$ cat config.mk
export PLATFORM = sky130hd
export DESIGN_NAME = pop3_reply_stream_parser
export DESIGN_NICKNAME = d
export VERILOG_FILES = /design/src/rtl/core/pop3rsp_pkg.sv /design/src/rtl/core/pop3_reply_stream_parser.sv /design/src/rtl/core/pop3rsp_parse.sv
export SDC_FILE = /design/constraint.sdc
export NUM_CORES = 1
export LEC_CHECK = 0
export ABC_AREA = 1
export BUFFER_PORTS_ARGS = -buffer_cell sky130_fd_sc_hd__buf_2
export CORE_ASPECT_RATIO = 0.8
export CORE_UTILIZATION = 43
export DETAILED_ROUTE_END_ITERATION = 10
export SLEW_MARGIN = 10
export SYNTH_ARGS = -nofsm -noshare
export SYNTH_HDL_FRONTEND = slang
export SYNTH_SLANG_ARGS = --single-unit
$ cat constraint.sdc
create_clock -name clk -period 4.65 [get_ports clk]
set_input_delay 0.465 -clock clk [delete_from_list [all_inputs] [get_ports clk]]
set_output_delay 0.465 -clock clk [all_outputs]
set_load 0.02 [all_outputs]
$ cat src/rtl/core/pop3rsp_pkg.sv
// POP3 reply stream parser: shared types, result codes and prefix tables.
// No dependencies; imported by pop3rsp_parse and pop3_reply_stream_parser.
package pop3rsp_pkg;

  typedef struct packed {
    logic [7:0] rx_byte;
    logic       expect_multiline;
  } in_t;

  typedef struct packed {
    logic [2:0] kind;
    logic [7:0] out_byte;
    logic       reply_ok;
    logic       burst_last;
  } out_t;

  // Up to three results come from one input byte
  localparam int unsigned MaxResults = 3;

  typedef struct packed {
    out_t [MaxResults-1:0] res;
    logic [1:0]            count;
  } burst_t;

  typedef enum logic [2:0] {
    PH_IDLE,
    PH_PREFIX,
    PH_AFTER,
    PH_REST,
    PH_BAD,
    PH_BSTART,
    PH_BMID
  } phase_t;

  localparam logic [2:0] KIND_MSG  = 3'd0;
  localparam logic [2:0] KIND_BODY = 3'd1;
  localparam logic [2:0] KIND_EOL  = 3'd2;
  localparam logic [2:0] KIND_DONE = 3'd3;
  localparam logic [2:0] KIND_BAD  = 3'd4;

  localparam logic [7:0] CH_CR    = 8'h0D;
  localparam logic [7:0] CH_LF    = 8'h0A;
  localparam logic [7:0] CH_DOT   = 8'h2E;
  localparam logic [7:0] CH_SPACE = 8'h20;
  localparam logic [7:0] CH_PLUS  = 8'h2B;
  localparam logic [7:0] CH_MINUS = 8'h2D;

  // "+OK", indexed modulo its length
  function automatic logic [7:0] ok_char(input logic [1:0] idx);
    logic [7:0] c;
    case (idx)
      2'd1:    c = 8'h4F;
      2'd2:    c = 8'h4B;
      default: c = CH_PLUS;
    endcase
    return c;
  endfunction

  // "-ERR"
  function automatic logic [7:0] err_char(input logic [1:0] idx);
    logic [7:0] c;
    case (idx)
      2'd0:    c = CH_MINUS;
      2'd1:    c = 8'h45;
      default: c = 8'h52;
    endcase
    return c;
  endfunction

endpackage

$ cat src/rtl/core/pop3_reply_stream_parser.sv
// POP3 reply stream parser, top level: parser plus a two-slot result buffer.
// Depends on pop3rsp_pkg and pop3rsp_parse.
//
// Usage:
//   in_valid/in_ready/in_data carry one reply byte and the multiline flag per
//   transaction. out_valid/out_ready/out_data carry one result per transaction;
//   burst_last marks the final result caused by an input byte. Bytes that
//   cause no result (prefix, dropped text, held CR or dot) are absorbed.
//   A byte's results are registered into the result register when that is
//   free, else into the second slot. Throughput: one byte per cycle while each
//   byte gives at most one result and out_ready stays high; a byte giving two
//   or three results holds the output while the single result register drains
//   one per cycle. A following burst waits in the second slot, so input is taken
//   while a result is still waiting; in_ready falls only when that slot is full.
//   Receiver stall: out_data holds; input stalls once both slots are full.
//   Reset: the parser returns to idle awaiting a new reply, both slots empty.
module pop3_reply_stream_parser (
  input  logic              clk,
  input  logic              rst,
  input  logic              in_valid,
  output logic              in_ready,
  input  pop3rsp_pkg::in_t  in_data,
  output logic              out_valid,
  input  logic              out_ready,
  output pop3rsp_pkg::out_t out_data
);
  import pop3rsp_pkg::*;

  burst_t     new_burst;
  burst_t     cur, pend;
  logic       cur_valid, pend_valid;
  logic [1:0] cur_idx;
  logic       accept, new_has, take, last_take, cur_free;

  assign in_ready  = !pend_valid;
  assign accept    = in_valid && in_ready;
  assign new_has   = accept && (new_burst.count != 2'd0);
  assign out_valid = cur_valid;
  assign out_data  = cur.res[cur_idx];
  assign take      = cur_valid && out_ready;
  assign last_take = take && (cur_idx == cur.count - 2'd1);
  assign cur_free  = !cur_valid || last_take;

  pop3rsp_parse u_parse (
    .clk     (clk),
    .rst     (rst),
    .accept  (accept),
    .in_data (in_data),
    .burst   (new_burst)
  );

  always_ff @(posedge clk) begin
    if (rst) begin
      cur_valid  <= 1'b0;
      pend_valid <= 1'b0;
      cur_idx    <= '0;
    end else if (cur_free) begin
      cur_idx <= '0;
      if (pend_valid) begin
        cur        <= pend;
        cur_valid  <= 1'b1;
        pend_valid <= 1'b0;
      end else if (new_has) begin
        cur       <= new_burst;
        cur_valid <= 1'b1;
      end else begin
        cur_valid <= 1'b0;
      end
    end else begin
      if (take) cur_idx <= cur_idx + 2'd1;
      if (new_has) begin
        pend       <= new_burst;
        pend_valid <= 1'b1;
      end
    end
  end

endmodule

$ cat src/rtl/core/pop3rsp_parse.sv
// Parser state machine: holds the reply state and forms the burst of results
// for the byte being accepted. Depends on pop3rsp_pkg.
module pop3rsp_parse (
  input  logic                 clk,
  input  logic                 rst,
  input  logic                 accept,
  input  pop3rsp_pkg::in_t     in_data,
  output pop3rsp_pkg::burst_t  burst
);
  import pop3rsp_pkg::*;

  phase_t     phase, phase_next;
  logic [2:0] prefix_count, prefix_count_next;
  logic       status_ok, status_ok_next;
  logic       multiline_latched, multiline_latched_next;
  logic       cr_pending, cr_pending_next;
  logic       dot_pending, dot_pending_next;
  logic       forward_message, forward_message_next;

  logic [7:0] b;
  logic       cr_lf;
  phase_t     ph_e;
  logic       dot_e;

  assign b = in_data.rx_byte;

  // A held CR that is not a line end pushes a body line start into mid-line
  always_comb begin
    cr_lf = cr_pending && (b == CH_LF);
    ph_e  = phase;
    dot_e = dot_pending;
    if (cr_pending && !cr_lf && phase == PH_BSTART) begin
      ph_e  = PH_BMID;
      dot_e = 1'b0;
    end
  end

  // Next state
  always_comb begin
    logic [1:0] idx;
    logic [2:0] len;
    logic [7:0] want;
    phase_next             = ph_e;
    prefix_count_next      = prefix_count;
    status_ok_next         = status_ok;
    multiline_latched_next = multiline_latched;
    cr_pending_next        = 1'b0;
    dot_pending_next       = dot_e;
    forward_message_next   = forward_message;
    idx  = prefix_count[1:0];
    len  = status_ok ? 3'd3 : 3'd4;
    want = status_ok ? ok_char(idx) : err_char(idx);
    if (cr_lf) begin
      phase_next = phase;
      unique case (phase)
        PH_BAD: phase_next = PH_IDLE;
        PH_REST: begin
          if (status_ok && multiline_latched) begin
            phase_next       = PH_BSTART;
            dot_pending_next = 1'b0;
          end else begin
            phase_next = PH_IDLE;
          end
        end
        PH_BSTART: begin
          if (dot_pending) begin
            dot_pending_next = 1'b0;
            phase_next       = PH_IDLE;
          end else begin
            phase_next = PH_BSTART;
          end
        end
        PH_BMID: phase_next = PH_BSTART;
        default: phase_next = phase;
      endcase
    end else begin
      unique case (ph_e)
        PH_PREFIX: begin
          if ({1'b0, idx} < len && b == want) begin
            prefix_count_next = {1'b0, idx} + 3'd1;
            if (prefix_count_next >= len) phase_next = PH_AFTER;
          end else begin
            phase_next      = PH_BAD;
            status_ok_next  = 1'b0;
            cr_pending_next = (b == CH_CR);
          end
        end
        PH_AFTER: begin
          phase_next           = PH_REST;
          forward_message_next = (b == CH_SPACE);
          cr_pending_next      = (b == CH_CR);
        end
        PH_REST: cr_pending_next = (b == CH_CR);
        PH_BAD:  cr_pending_next = (b == CH_CR);
        PH_BSTART: begin
          if (dot_e) begin
            if (b == CH_CR) begin
              cr_pending_next = 1'b1;
            end else begin
              dot_pending_next = 1'b0;
              phase_next       = PH_BMID;
            end
          end else if (b == CH_DOT) begin
            dot_pending_next = 1'b1;
          end else if (b == CH_CR) begin
            cr_pending_next = 1'b1;
          end else begin
            phase_next = PH_BMID;
          end
        end
        PH_BMID: cr_pending_next = (b == CH_CR);
        default: begin
          multiline_latched_next = in_data.expect_multiline;
          forward_message_next   = 1'b0;
          dot_pending_next       = 1'b0;
          prefix_count_next      = 3'd1;
          if (b == CH_PLUS) begin
            status_ok_next = 1'b1;
            phase_next     = PH_PREFIX;
          end else if (b == CH_MINUS) begin
            status_ok_next = 1'b0;
            phase_next     = PH_PREFIX;
          end else begin
            status_ok_next    = 1'b0;
            prefix_count_next = 3'd0;
            phase_next        = PH_BAD;
            cr_pending_next   = (b == CH_CR);
          end
        end
      endcase
    end
  end

  // Results for this byte
  always_comb begin
    logic [1:0] n;
    n     = 2'd0;
    burst = '0;
    if (cr_pending) begin
      if (cr_lf) begin
        unique case (phase)
          PH_BAD: begin
            burst.res[n].kind = KIND_BAD;
            n = n + 2'd1;
          end
          PH_REST: begin
            if (!(status_ok && multiline_latched)) begin
              burst.res[n].kind     = KIND_DONE;
              burst.res[n].reply_ok = status_ok;
              n = n + 2'd1;
            end
          end
          PH_BSTART, PH_BMID: begin
            burst.res[n].kind     = (phase == PH_BSTART && dot_pending) ? KIND_DONE
                                                                         : KIND_EOL;
            burst.res[n].reply_ok = status_ok;
            n = n + 2'd1;
          end
          default: n = 2'd0;
        endcase
      end else if (phase == PH_REST) begin
        if (forward_message) begin
          burst.res[n] = '{kind: KIND_MSG, out_byte: CH_CR, reply_ok: status_ok,
                           burst_last: 1'b0};
          n = n + 2'd1;
        end
      end else if (phase == PH_BSTART || phase == PH_BMID) begin
        if (phase == PH_BSTART && dot_pending) begin
          burst.res[n] = '{kind: KIND_BODY, out_byte: CH_DOT, reply_ok: status_ok,
                           burst_last: 1'b0};
          n = n + 2'd1;
        end
        burst.res[n] = '{kind: KIND_BODY, out_byte: CH_CR, reply_ok: status_ok,
                         burst_last: 1'b0};
        n = n + 2'd1;
      end
    end
    if (!cr_lf) begin
      unique case (ph_e)
        PH_REST: begin
          if (b != CH_CR && forward_message) begin
            burst.res[n] = '{kind: KIND_MSG, out_byte: b, reply_ok: status_ok,
                             burst_last: 1'b0};
            n = n + 2'd1;
          end
        end
        PH_BSTART: begin
          if (dot_e && b != CH_CR) begin
            burst.res[n] = '{kind: KIND_BODY, out_byte: CH_DOT, reply_ok: status_ok,
                             burst_last: 1'b0};
            n = n + 2'd1;
          end
          // a held dot is sent above and a second dot is swallowed here; a first dot is held back
          if (b != CH_CR && b != CH_DOT) begin
            burst.res[n] = '{kind: KIND_BODY, out_byte: b, reply_ok: status_ok,
                             burst_last: 1'b0};
            n = n + 2'd1;
          end
        end
        PH_BMID: begin
          if (b != CH_CR) begin
            burst.res[n] = '{kind: KIND_BODY, out_byte: b, reply_ok: status_ok,
                             burst_last: 1'b0};
            n = n + 2'd1;
          end
        end
        default: n = n;
      endcase
    end
    if (n != 2'd0) burst.res[n - 2'd1].burst_last = 1'b1;
    burst.count = n;
  end

  always_ff @(posedge clk) begin
    if (rst) begin
      phase             <= PH_IDLE;
      prefix_count      <= '0;
      status_ok         <= 1'b0;
      multiline_latched <= 1'b0;
      cr_pending        <= 1'b0;
      dot_pending       <= 1'b0;
      forward_message   <= 1'b0;
    end else if (accept) begin
      phase             <= phase_next;
      prefix_count      <= prefix_count_next;
      status_ok         <= status_ok_next;
      multiline_latched <= multiline_latched_next;
      cr_pending        <= cr_pending_next;
      dot_pending       <= dot_pending_next;
      forward_message   <= forward_message_next;
    end
  end

endmodule
Yosys cells after proc, flatten, opt, wreduce, memory -nomap -nowiden
Index checks and enable logic that the tools add are counted.
{ "word_totals": {"inputBits": 13, "wordCells": 236, "register_bits": 96} }
{ "op_classes": {"n_addsub": 7, "mux": 110, "order_cmp": 11, "n_bitwise": 6, "eq_ne": 25, "reduce_logical": 41} }
{ "op_table": {"columns": ["cell", "count"], "rows": [
  ["39-bit two-way mux", 10],
  ["39-bit bitwise mux", 6],
  ["13-bit two-way mux", 9],
  ["39-bit case mux with 3 select lines", 1],
  ["13-bit demux with 2-bit select", 4],
  ["41-bit two-way mux", 2],
  ["26-bit two-way mux", 2],
  ["3-bit two-way mux", 13],
  ["2-bit two-way mux", 18],
  ["8-bit by 6-bit == test with 1-bit output, second input constant", 4],
  ["7-bit case mux with 2 select lines", 2],
  ["13-bit binary-select mux with 2-bit select", 1],
  ["1-bit two-way mux", 26],
  ["3-bit case mux with 4 select lines", 2],
  ["3-bit == test, second input constant", 6],
  ["1-bit logical AND", 17],
  ["8-bit by 4-bit == test with 1-bit output, second input constant", 2],
  ["2-bit by 3-bit less-than comparator with 1-bit output, second input constant", 5],
  ["5-bit OR reduction", 3],
  ["3-bit AND reduction", 4],
  ["11-bit two-way mux", 1],
  ["1-bit case mux with 2 select lines", 5],
  ["3-bit by 2-bit == test with 1-bit output, second input constant", 3],
  ["3-bit case mux with 3 select lines", 1],
  ["other kinds (33)", 53]
]} }

Longest topological paths before layout
Gate-level depths: netlist (run 1).
{ "logic_depth": {"ltp_word": 29, "mapped_depth": 22} }

Hierarchy
A second synthesis (run 1) with hierarchy kept.
{ "hier_totals": {"cells_unflattened": 749, "area_unflattened_um2": 5997.0} }
{ "by_module_without_submodules": {"columns": ["mod", "seq_area_each_um2", "cells_per_inst", "instances", "area_each_um2"], "rows": [
  ["pop3_reply_stream_parser", 2542.4, 308, 1, 3489.6],
  ["pop3rsp_parse", 200.2, 441, 1, 2507.4]
]} }

Least setup slack after synthesis (run 1)
Ideal clock, no wire load.
{ "synth_timing": {"kind": "input -> register", "start": "in in_data[7] (netlist name)", "end": "reg pend[0] (netlist name), enable pin", "stages": 18, "slack_ps": 282, "t_arrival_ps": 3937, "setup_time_ps": 432, "t_required_ps": 4218, "n_path_buf": 0, "path_cell_list": "inv_2 nand2_1 nor2_4 nand3_4 nor2_2 nor2_4 ha_1 nand2_1 nand2_1 inv_1 ha_1 inv_1 nand2_1 nand3_2 nand2_4 nand3_2 nand2_2 nor2_1"} }
{ "synth_between": {"elab_chain_len": 17, "elab_cells_between_ends": 30, "classes_between": "2 x add/sub; 6 x eq/ne; 12 x mux; 10 x reduce/logical"} }
{ "synth_rtl": {"columns": ["item", "line", "text"], "rows": [
  ["from (decl)", "pop3_reply_stream_parser.sv:22", "input pop3rsp_pkg::in_t in_data,"],
  ["branches (longest 13 deep; another with 2-bit by 1-bit adder with 2-bit output)", null, null],
  ["2-bit two-way mux (*)", "pop3rsp_parse.sv:178", "if (!cr_lf) begin"],
  ["2-bit nonzero test (*)", "pop3_reply_stream_parser.sv:37", "assign new_has = accept && (new_burst.count != 2'd0);"],
  ["1-bit logical AND (*)", "pop3_reply_stream_parser.sv:37", null],
  ["3-bit AND reduction (no line) (*)", null, null],
  ["to (signal assigned)", "pop3_reply_stream_parser.sv:72", "pend <= new_burst;"],
  ["to (decl)", "pop3_reply_stream_parser.sv:30", "burst_t cur, pend;"]
]} }
Mark *: on every way between the ends. The select of a mux whose other input is x is not followed.
A chain may end at the register's enable or synchronous reset.

Final worst setup path (run 1)
{ "layout_timing": {"start": "reg u_parse.phase[2]", "end": "reg pend[21] (netlist name), enable pin"} }
{ "layout_between": {"elab_chain_len": 23, "elab_cells_between_ends": 38, "classes_between": "3 x add/sub; 7 x eq/ne; 20 x mux; 8 x reduce/logical"} }
{ "layout_rtl": {"columns": ["item", "line", "text"], "rows": [
  ["from (decl)", "pop3rsp_parse.sv:12", "phase_t phase, phase_next;"],
  ["from (signal assigned)", "pop3rsp_parse.sv:224", "phase <= phase_next;"],
  ["3-bit == test", null, null],
  ["1-bit logical AND", "pop3rsp_parse.sv:168", "if (phase == PH_BSTART && dot_pending) begin"],
  ["1-bit two-way mux", "pop3rsp_parse.sv:168", null],
  ["2-bit two-way mux", "pop3rsp_parse.sv:167", "end else if (phase == PH_BSTART || phase == PH_BMID) begin"],
  ["2-bit two-way mux", "pop3rsp_parse.sv:161", "end else if (phase == PH_REST) begin"],
  ["2-bit two-way mux", "pop3rsp_parse.sv:140", "if (cr_lf) begin"],
  ["2-bit two-way mux", "pop3rsp_parse.sv:139", "if (cr_pending) begin"],
  ["2-bit by 1-bit adder with 2-bit output", "pop3rsp_parse.sv:175", "n = n + 2'd1;"],
  ["[7 not listed]", null, null],
  ["2-bit two-way mux", "pop3rsp_parse.sv:178", null],
  ["2-bit by 1-bit adder with 2-bit output", "pop3rsp_parse.sv:197", "n = n + 2'd1;"],
  ["2-bit two-way mux", "pop3rsp_parse.sv:194", "if (b != CH_CR && b != CH_DOT) begin"],
  ["2-bit case mux with 3 select lines", "pop3rsp_parse.sv:179", "unique case (ph_e)"],
  ["2-bit two-way mux (*)", "pop3rsp_parse.sv:178", null],
  ["2-bit nonzero test (*)", "pop3_reply_stream_parser.sv:37", null],
  ["1-bit logical AND (*)", "pop3_reply_stream_parser.sv:37", null],
  ["3-bit AND reduction (no line) (*)", null, null]
]} }
Every way passes the cells marked *; elsewhere a longest branch is shown, timed or not. The select of a mux whose other input is x is not followed.

==> flow_summary.ini, run 1 <==
[worst_hold_path]
min-delay-path-class = in2reg
holdCritStartpoint = in_data[0]
whs_endpoint = u_parse.multiline_latched$_SDFFE_PP0P_
min_delay_path_depth = 3

[die]
floorplan.die_area_sq_um = 13290
design.core.area_sq_um = 12340
dieHeight_um = 103.3
rows = 36
floorplan.die.width_um = 128.7
start_util_pct = 44.71
io_pins = 28

[grt]
largest_net_degree_at_the_start_of_global_routing = 43
globalRouteOverflowTotal = 0
top_usage_layer = met2
gr-usage-met1_pct = 33.79
met2_usage_pct = 39.38
global_route.usage.total_pct = 24.34
grtUsageMet3_pct = 4.527
initial_antenna_violation_count = 0
first_global_vias = 4515
grt_pass1_wl_um = 24220

[clock_network]
post_cts_hold_buffer_count = 0
cts-resized-gates = 0
clk_path_buf_depth = 2
clock_buffers_created_by_tritoncts = 9
clock_tree.root_cell = sky130_fd_sc_hd__clkbuf_16
cts_num_sinks = 88
post_cts.repair.setup_buffers = 0
cts.reportedPaths.clkPinSlew_ns = 0.07
cts-htree-levels = 3
tritoncts = done
clock_insertion_delay_worst_skew_ns = 0.33

[worst_setup_path]
depth_of_the_critical_timing_path_with_buffers_and_inverters_included = 20
cpMostUsedCell = sky130_fd_sc_hd__nand2_1
worst_ep_required_time_ns = 4.64
arrival_ns = 3.81
max_stage_delay_ns = 0.69
critPathCaptureType = flop
setup.worst_path.class = reg2reg
cell_with_the_largest_stage_delay_on_the_worst_path = sky130_fd_sc_hd__dfxtp_1
rrSetupSlack_ns = 0.83
critPathTopFamily = simple AND/OR/NAND/NOR gates
r2r_start = u_parse.phase[2]$_SDFFE_PP0P_
crit_path_cell_trace = inv_2, nand3_4, inv_4, nand2_2, nand2_1, nor2_2, nor2_4, ha_1, nand2_1, nand2_1, inv_1, ha_1, inv_1, nand2_1, nand3_2, nand2_4, nand3_2, nand2_2, nor2_4, buf_4
timing.rr.end = pend[21]$_DFFE_PP_
path_max_fanout = 31
setup.worst_path.start_class = flop
crit_buf_inv = 5
path_depth_of_the_worst_reg2reg_path = 20

[pwr]
total_power_uw = 1728
peakVddDrop_uv = 205.7
internal-power_uw = 1346
switch_share_pct = 22.08
p_comb_share_pct = 5.4
p_switching_uw = 381.5
sequentialPowerShare_pct = 49.5
leak_uw = 0.002468
clkPwrFrac_pct = 45.1
powerDensity_nw_per_um2 = 282.6

[timing]
rsz0062_at_grt = no
setup_viol = 0
fin_hold_ws_ns = 0.4209
post-route-period-util_pct = 82.16
achievable_clock_frequency_mhz = 261.8
finalMaxSlewViolations = 0
worst-slew-pin-transition_ns = 0.7202
post_layout_min_period_ns = 3.820
timing.max_slew.rel_slack_pct = 51.69
fin_clk_skew_ns = 0.008450
finalHoldViolations = 0
totalNegativeSetupSlack_ns = 0

[final_layout]
final_area_sq_um = 6113
num_antenna_cells = 0
layout_common_cells = 182 x sky130_fd_sc_hd__nand2_1, 74 x sky130_fd_sc_hd__edfxtp_1, 47 x sky130_fd_sc_hd__nand3_1
final_layout_size_suffix_gt1_share_pct = 17.89
nNetsFinal = 705
final_common_cell = sky130_fd_sc_hd__nand2_1
syn_to_final_growth_pct = 10.79
fin_cells = 853

[logic_synthesis]
synth_top_cell_by_area = sky130_fd_sc_hd__edfxtp_1
total_number_of_yosys_warnings = 0
synth_top_cells_by_area = sky130_fd_sc_hd__edfxtp_1 40%, sky130_fd_sc_hd__nand2_1 12%, sky130_fd_sc_hd__dfxtp_1 5.1%
synthesis.area_per_instance_sq_um = 8.373
synthesis.area_sq_um = 5518
synth-seq-area-share_pct = 45.35
ys_async_sr_fraction_pct = 0
netlist.area_leader.share_pct = 40.27
synth_enable_flop_cells = 74
netlist-cell-type-count = 50
post_synth_inst_count = 659
flop_and_latch_count_out_of_synthesis = 88
synth_top_flop_cell = sky130_fd_sc_hd__edfxtp_1
synth_fp_nets = 687

[route]
post-route-drc-count = 0
wire_per_inst_um = 17.68
drt_pre_antenna_iters = 8
via_count = 4688
drt-initial-drc-count = 490
drt_wl_total_um = 15080
post_drt_via_cell_ratio = 5.496
ant_nets = 0

[outcome]
status = complete, no violations

[placement]
post_dp_cell_area_sq_um = 5794
post-dp-hpwl_um = 11360
port_buffers = 27
finalWeightedCongestion = 0.9649
number_of_placed_cells_counting_well_taps = 837

[run]
max_cap_violations = 0
## metrics by stage
step | util [%] | setup slack [ns]
6_report | 49.53 | 0.8296
4_1_cts | 49.53 | 0.8806
2_1_floorplan | - | 0.2819
5_1_grt | 49.53 | 0.4836
3_3_place_gp | 46.95 | 0.8712
3_5_place_dp | 46.95 | 0.7764
## cells in the mapped netlist (all sizes together) (4+ instances only)
cell,count
a21oi,36
buf,12
dfxtp,14
inv,59
o31ai,22
o21ai,38
edfxtp,74
nand4,8
nor2,60
nand3,58
nor4,4
nor3,10
ha,15
nand2,203
a31oi,7
clkbuf,13
## power by group through the flow
stage          registers (uW)  logic [uW]  clock network, uW
4_1_cts                   854        91.3                794
3_3_place_gp              871        90.6                  0
2_1_floorplan             867        64.7                  0
5_1_grt                   855         104                821
6_report                  855        93.1                780
3_5_place_dp              872        91.1                  0
## layer usage
| metal | up-vias | wire length, um |
|---|---|---|
| li1 | 2282 | - |
| met4 | 0 | 293 |
| met1 | 2216 | 6980 |
| met3 | 26 | 970 |
| met2 | 164 | 6833 |
| met5 | - | 0 |
## area by class of cell
cell class                 instances  area, sq um
inverter                          62        244.0
clock buffer                       9        225.2
fill                            1202         6228
tap                              171        214.0
clock inverter                     7        93.84
timing repair buffer              32        172.7
multi-input combinational        484         2661
sequential                        88         2502
## state kept, by name (all words and copies together) (netlist names)
register                   flops
u_parse.cr_pending             1
u_parse.forward_message        1
u_parse.status_ok              1
cur                           37
pend                          37
pend_valid                     1
u_parse.multiline_latched      1
u_parse.dot_pending            1
u_parse.prefix_count           2
out_valid                      1
cur_idx                        2
u_parse.phase                  3
## logic make-up (layout without fill, tap and decap cells)
group                      Yosys count  after routing  synth area share, %
AOI/OAI and AO/OA                  118            118                13.31
xor gates and xnor gates             5              5               0.7938
adders and majority gates           15             15                3.401
buffers and inverters               87            110                6.553
DFF                                 88             88                45.35
and+or+nand+nor                    346            346                30.59
## worst max path at each step
stage	start	to	slack, ns
floorplan	in_data[7]	pend[0]$_DFFE_PP_	0.28
global placement	in_data[7]	cur[23]$_DFFE_PP_	0.87
detailed placement	in_data[7]	pend[21]$_DFFE_PP_	0.78
CTS	u_parse.phase[2]$_SDFFE_PP0P_	pend[21]$_DFFE_PP_	0.88
global route	u_parse.phase[2]$_SDFFE_PP0P_	pend[21]$_DFFE_PP_	0.48
finish	u_parse.phase[2]$_SDFFE_PP0P_	pend[21]$_DFFE_PP_	0.83
## worst reg2reg max path, stage by stage (launching register included)
cell	delay, ns
sky130_fd_sc_hd__dfxtp_1	0.69
sky130_fd_sc_hd__inv_2	0.16
sky130_fd_sc_hd__nand3_4	0.15
sky130_fd_sc_hd__inv_4	0.09
sky130_fd_sc_hd__nand2_2	0.10
sky130_fd_sc_hd__nand2_1	0.12
sky130_fd_sc_hd__nor2_2	0.20
sky130_fd_sc_hd__nor2_4	0.07
sky130_fd_sc_hd__ha_1	0.29
sky130_fd_sc_hd__nand2_1	0.07
sky130_fd_sc_hd__nand2_1	0.11
sky130_fd_sc_hd__inv_1	0.05
sky130_fd_sc_hd__ha_1	0.27
sky130_fd_sc_hd__inv_1	0.05
sky130_fd_sc_hd__nand2_1	0.06
sky130_fd_sc_hd__nand3_2	0.10
sky130_fd_sc_hd__nand2_4	0.08
sky130_fd_sc_hd__nand3_2	0.09
sky130_fd_sc_hd__nand2_2	0.07
sky130_fd_sc_hd__nor2_4	0.19
sky130_fd_sc_hd__buf_4	0.41
Power figures use the tool's default switching activity.
==> inputs of run 2 (changes only) <==
- ABC_AREA: 1 -> 0
- clock period: 4.65 -> 3.76 ns (I/O delays scaled with it)
==> run 2 against run 1 <==
Against the previous run:
- global-route usage fell by 1.1 points
- non-clock buffer count rose by 27
- final cell count fell by 16%
- register-to-register slack got worse by 0.53 ns
- fmax rose by 10%
- clock skew fell by 0.00074 ns
- critical endpoint is now cur[8]$_DFFE_PP_
- largest power group unchanged
- highest routed layer unchanged
==> flow_summary.ini, run 2 <==
[worst_setup_path]
setup.worst_path.start_class = flop
arrival_ns = 3.49
worst_ep_required_time_ns = 3.80
rrSetupSlack_ns = 0.30
critPathLaunch = u_parse.phase[2]$_SDFFE_PP0P_
path_depth_of_the_worst_reg2reg_path = 15
r2r_start = u_parse.phase[2]$_SDFFE_PP0P_
path_max_fanout = 32
setup.worst_path.class = reg2reg
critPathCaptureType = flop
timing.rr.end = cur[8]$_DFFE_PP_

[timing]
fin_clk_skew_ns = 0.007706
timing.max_slew.rel_slack_pct = 50.19
finalHoldViolations = 0
setup_viol = 0
post-route-period-util_pct = 91.96
totalNegativeSetupSlack_ns = 0
post_layout_min_period_ns = 3.458
worst-slew-pin-transition_ns = 0.7404
achievable_clock_frequency_mhz = 289.2
rsz0062_at_grt = no
finalMaxSlewViolations = 0

[outcome]
status = complete, no violations

[logic_synthesis]
synth-seq-area-share_pct = 47.07
synth_enable_flop_cells = 74
flop_and_latch_count_out_of_synthesis = 88
synth_fp_nets = 552
netlist.area_leader.share_pct = 41.80
synthesis.area_sq_um = 5316
yosysMostFrequentCell = sky130_fd_sc_hd__edfxtp_1
synth_top_cells_by_area = sky130_fd_sc_hd__edfxtp_1 42%, sky130_fd_sc_hd__mux2_2 5.5%, sky130_fd_sc_hd__dfxtp_1 5.3%
synth_top_flop_cell = sky130_fd_sc_hd__edfxtp_1
post_synth_inst_count = 524
ys_top_cells_by_count = 74 x sky130_fd_sc_hd__edfxtp_1, 49 x sky130_fd_sc_hd__nand2_1, 40 x sky130_fd_sc_hd__o21ai_0
synthesis.area_per_instance_sq_um = 10.15
ys_async_sr_fraction_pct = 0
total_number_of_yosys_warnings = 0
netlist-cell-type-count = 77
synth_top_cell_by_area = sky130_fd_sc_hd__edfxtp_1

[clock_network]
cts-htree-levels = 3
post_cts_hold_buffer_count = 0
cts.reportedPaths.clkPinSlew_ns = 0.07
clock_buffers_created_by_tritoncts = 9
clock_insertion_delay_worst_skew_ns = 0.34
clk_path_buf_depth = 2
cts-resized-gates = 0
clock_tree.root_cell = sky130_fd_sc_hd__clkbuf_16
cts_num_sinks = 88
post_cts.repair.setup_buffers = 0
tritoncts = done

[placement]
finalWeightedCongestion = 0.9064
post-dp-hpwl_um = 10260
port_buffers = 27
number_of_placed_cells_counting_well_taps = 697

[final_layout]
final_common_cell = sky130_fd_sc_hd__edfxtp_1
num_antenna_cells = 0
nNetsFinal = 588
layout_common_cells = 74 x sky130_fd_sc_hd__edfxtp_1, 49 x sky130_fd_sc_hd__nand2_1, 40 x sky130_fd_sc_hd__o21ai_0
n_fill_cell = 1028
final_layout_size_suffix_gt1_share_pct = 21.59
fin_cells = 713
largest_registers = cur x37, pend x37, u_parse.phase x3
syn_to_final_growth_pct = 14.85

[route]
post_drt_via_cell_ratio = 5.989
drt_pre_antenna_iters = 5
wire_per_inst_um = 19.96
via_count = 4270
ant_nets = 0
drt-initial-drc-count = 475
post-route-drc-count = 0
drt_wl_total_um = 14230

[worst_hold_path]
min_delay_path_depth = 3
holdCritStartpoint = in_data[0]
min-delay-path-class = in2reg
whs_endpoint = u_parse.multiline_latched$_SDFFE_PP0P_

[pwr]
sequentialPowerShare_pct = 52.3
switch_share_pct = 22.92
p_comb_share_pct = 4.0
internal-power_uw = 1543
peakVddDrop_uv = 220.4
p_switching_uw = 458.8
powerDensity_nw_per_um2 = 327.9
clkPwrFrac_pct = 43.7
leak_uw = 0.002205
total_power_uw = 2002

[die]
design.core.area_sq_um = 11780
io_pins = 28
rows = 35
dieHeight_um = 101.5
floorplan.die_area_sq_um = 12820
start_util_pct = 45.13
floorplan.die.width_um = 126.3

[grt]
globalRouteOverflowTotal = 0
initial_antenna_violation_count = 0
grt_pass1_wl_um = 22410
global_route.usage.total_pct = 23.27
first_global_vias = 4039
largest_net_degree_at_the_start_of_global_routing = 33

[run]
max_cap_violations = 0
[run 2: critical path: stages (launching register included)]
cell and delay (ns):
sky130_fd_sc_hd__dfxtp_1 0.54, sky130_fd_sc_hd__buf_4 0.20, sky130_fd_sc_hd__a21boi_0 0.25, sky130_fd_sc_hd__a21oi_1 0.13, sky130_fd_sc_hd__o22ai_4 0.16, sky130_fd_sc_hd__inv_2 0.08, sky130_fd_sc_hd__ha_4 0.27, sky130_fd_sc_hd__a21oi_2 0.03
sky130_fd_sc_hd__o21ai_2 0.18, sky130_fd_sc_hd__inv_1 0.07, sky130_fd_sc_hd__ha_1 0.27, sky130_fd_sc_hd__nand2_1 0.06, sky130_fd_sc_hd__a32o_2 0.31, sky130_fd_sc_hd__o21ai_4 0.09, sky130_fd_sc_hd__a211oi_4 0.26, sky130_fd_sc_hd__buf_12 0.24
[run 2: worst max-delay path by stage]
stage / endpoint / cells after the start
floorplan: cur[0]$_DFFE_PP_ / 14
global placement: cur[36]$_DFFE_PP_ / 15
detailed placement: cur[23]$_DFFE_PP_ / 15
CTS: cur[37]$_DFFE_PP_ / 15
global route: cur[20]$_DFFE_PP_ / 15
finish: cur[8]$_DFFE_PP_ / 15
[run 2: cell families after synthesis]
group | synth area share [%]
xor gates and xnor gates | 1.412
DFF | 47.07
buffers and inverters | 4.165
muxes | 7.861
AOI/OAI and AO/OA | 18.88
and+or+nand+nor | 17.09
adders and majority gates | 3.530
[run 2: metal layers]
| layer | routed length [um] | up-vias | GRT usage, % |
|---|---|---|---|
| met1 | 6922 | 2040 | 33.89 |
| met4 | 216 | 0 | 6.858 |
| li1 | - | 2018 | - |
| met2 | 5957 | 191 | 33.96 |
| met3 | 1133 | 21 | 6.022 |
| met5 | 0 | - | 0 |
[run 2: through the flow]
stage	instance area, sq um	setup slack [ns]	util, %	hold slack, ns
3_5_place_dp	5817	0.2198	49.38	0.4787
2_1_floorplan	5383	-0.3644	-	0.4486
4_1_cts	6106	0.3165	51.83	0.2606
6_report	6106	0.3024	51.83	0.2661
3_3_place_gp	5817	0.3121	49.38	0.4726
5_1_grt	6106	0.08852	51.83	0.2832
[run 2: power groups by stage]
stage	Sequential, uW	Combinational (uW)	Clock (uW)
6_report	1050	79.4	876
5_1_grt	1050	86.5	929
4_1_cts	1050	77.3	890
3_5_place_dp	1070	77.1	0
3_3_place_gp	1070	76.2	0
2_1_floorplan	1070	47.7	0
[run 2: area by class of cell]
cell class / count / area (sq um) / share of cell area, %
Multi-Input combinational cell: 382 / 2654 / 43.46
Clock inverter: 6 / 50.05 / 0.8197
Tap cell: 148 / 185.2 / 3.033
Clock buffer: 10 / 239.0 / 3.914
Timing Repair Buffer: 59 / 400.4 / 6.557
Inverter: 20 / 75.07 / 1.230
Sequential cell: 88 / 2502 / 40.98
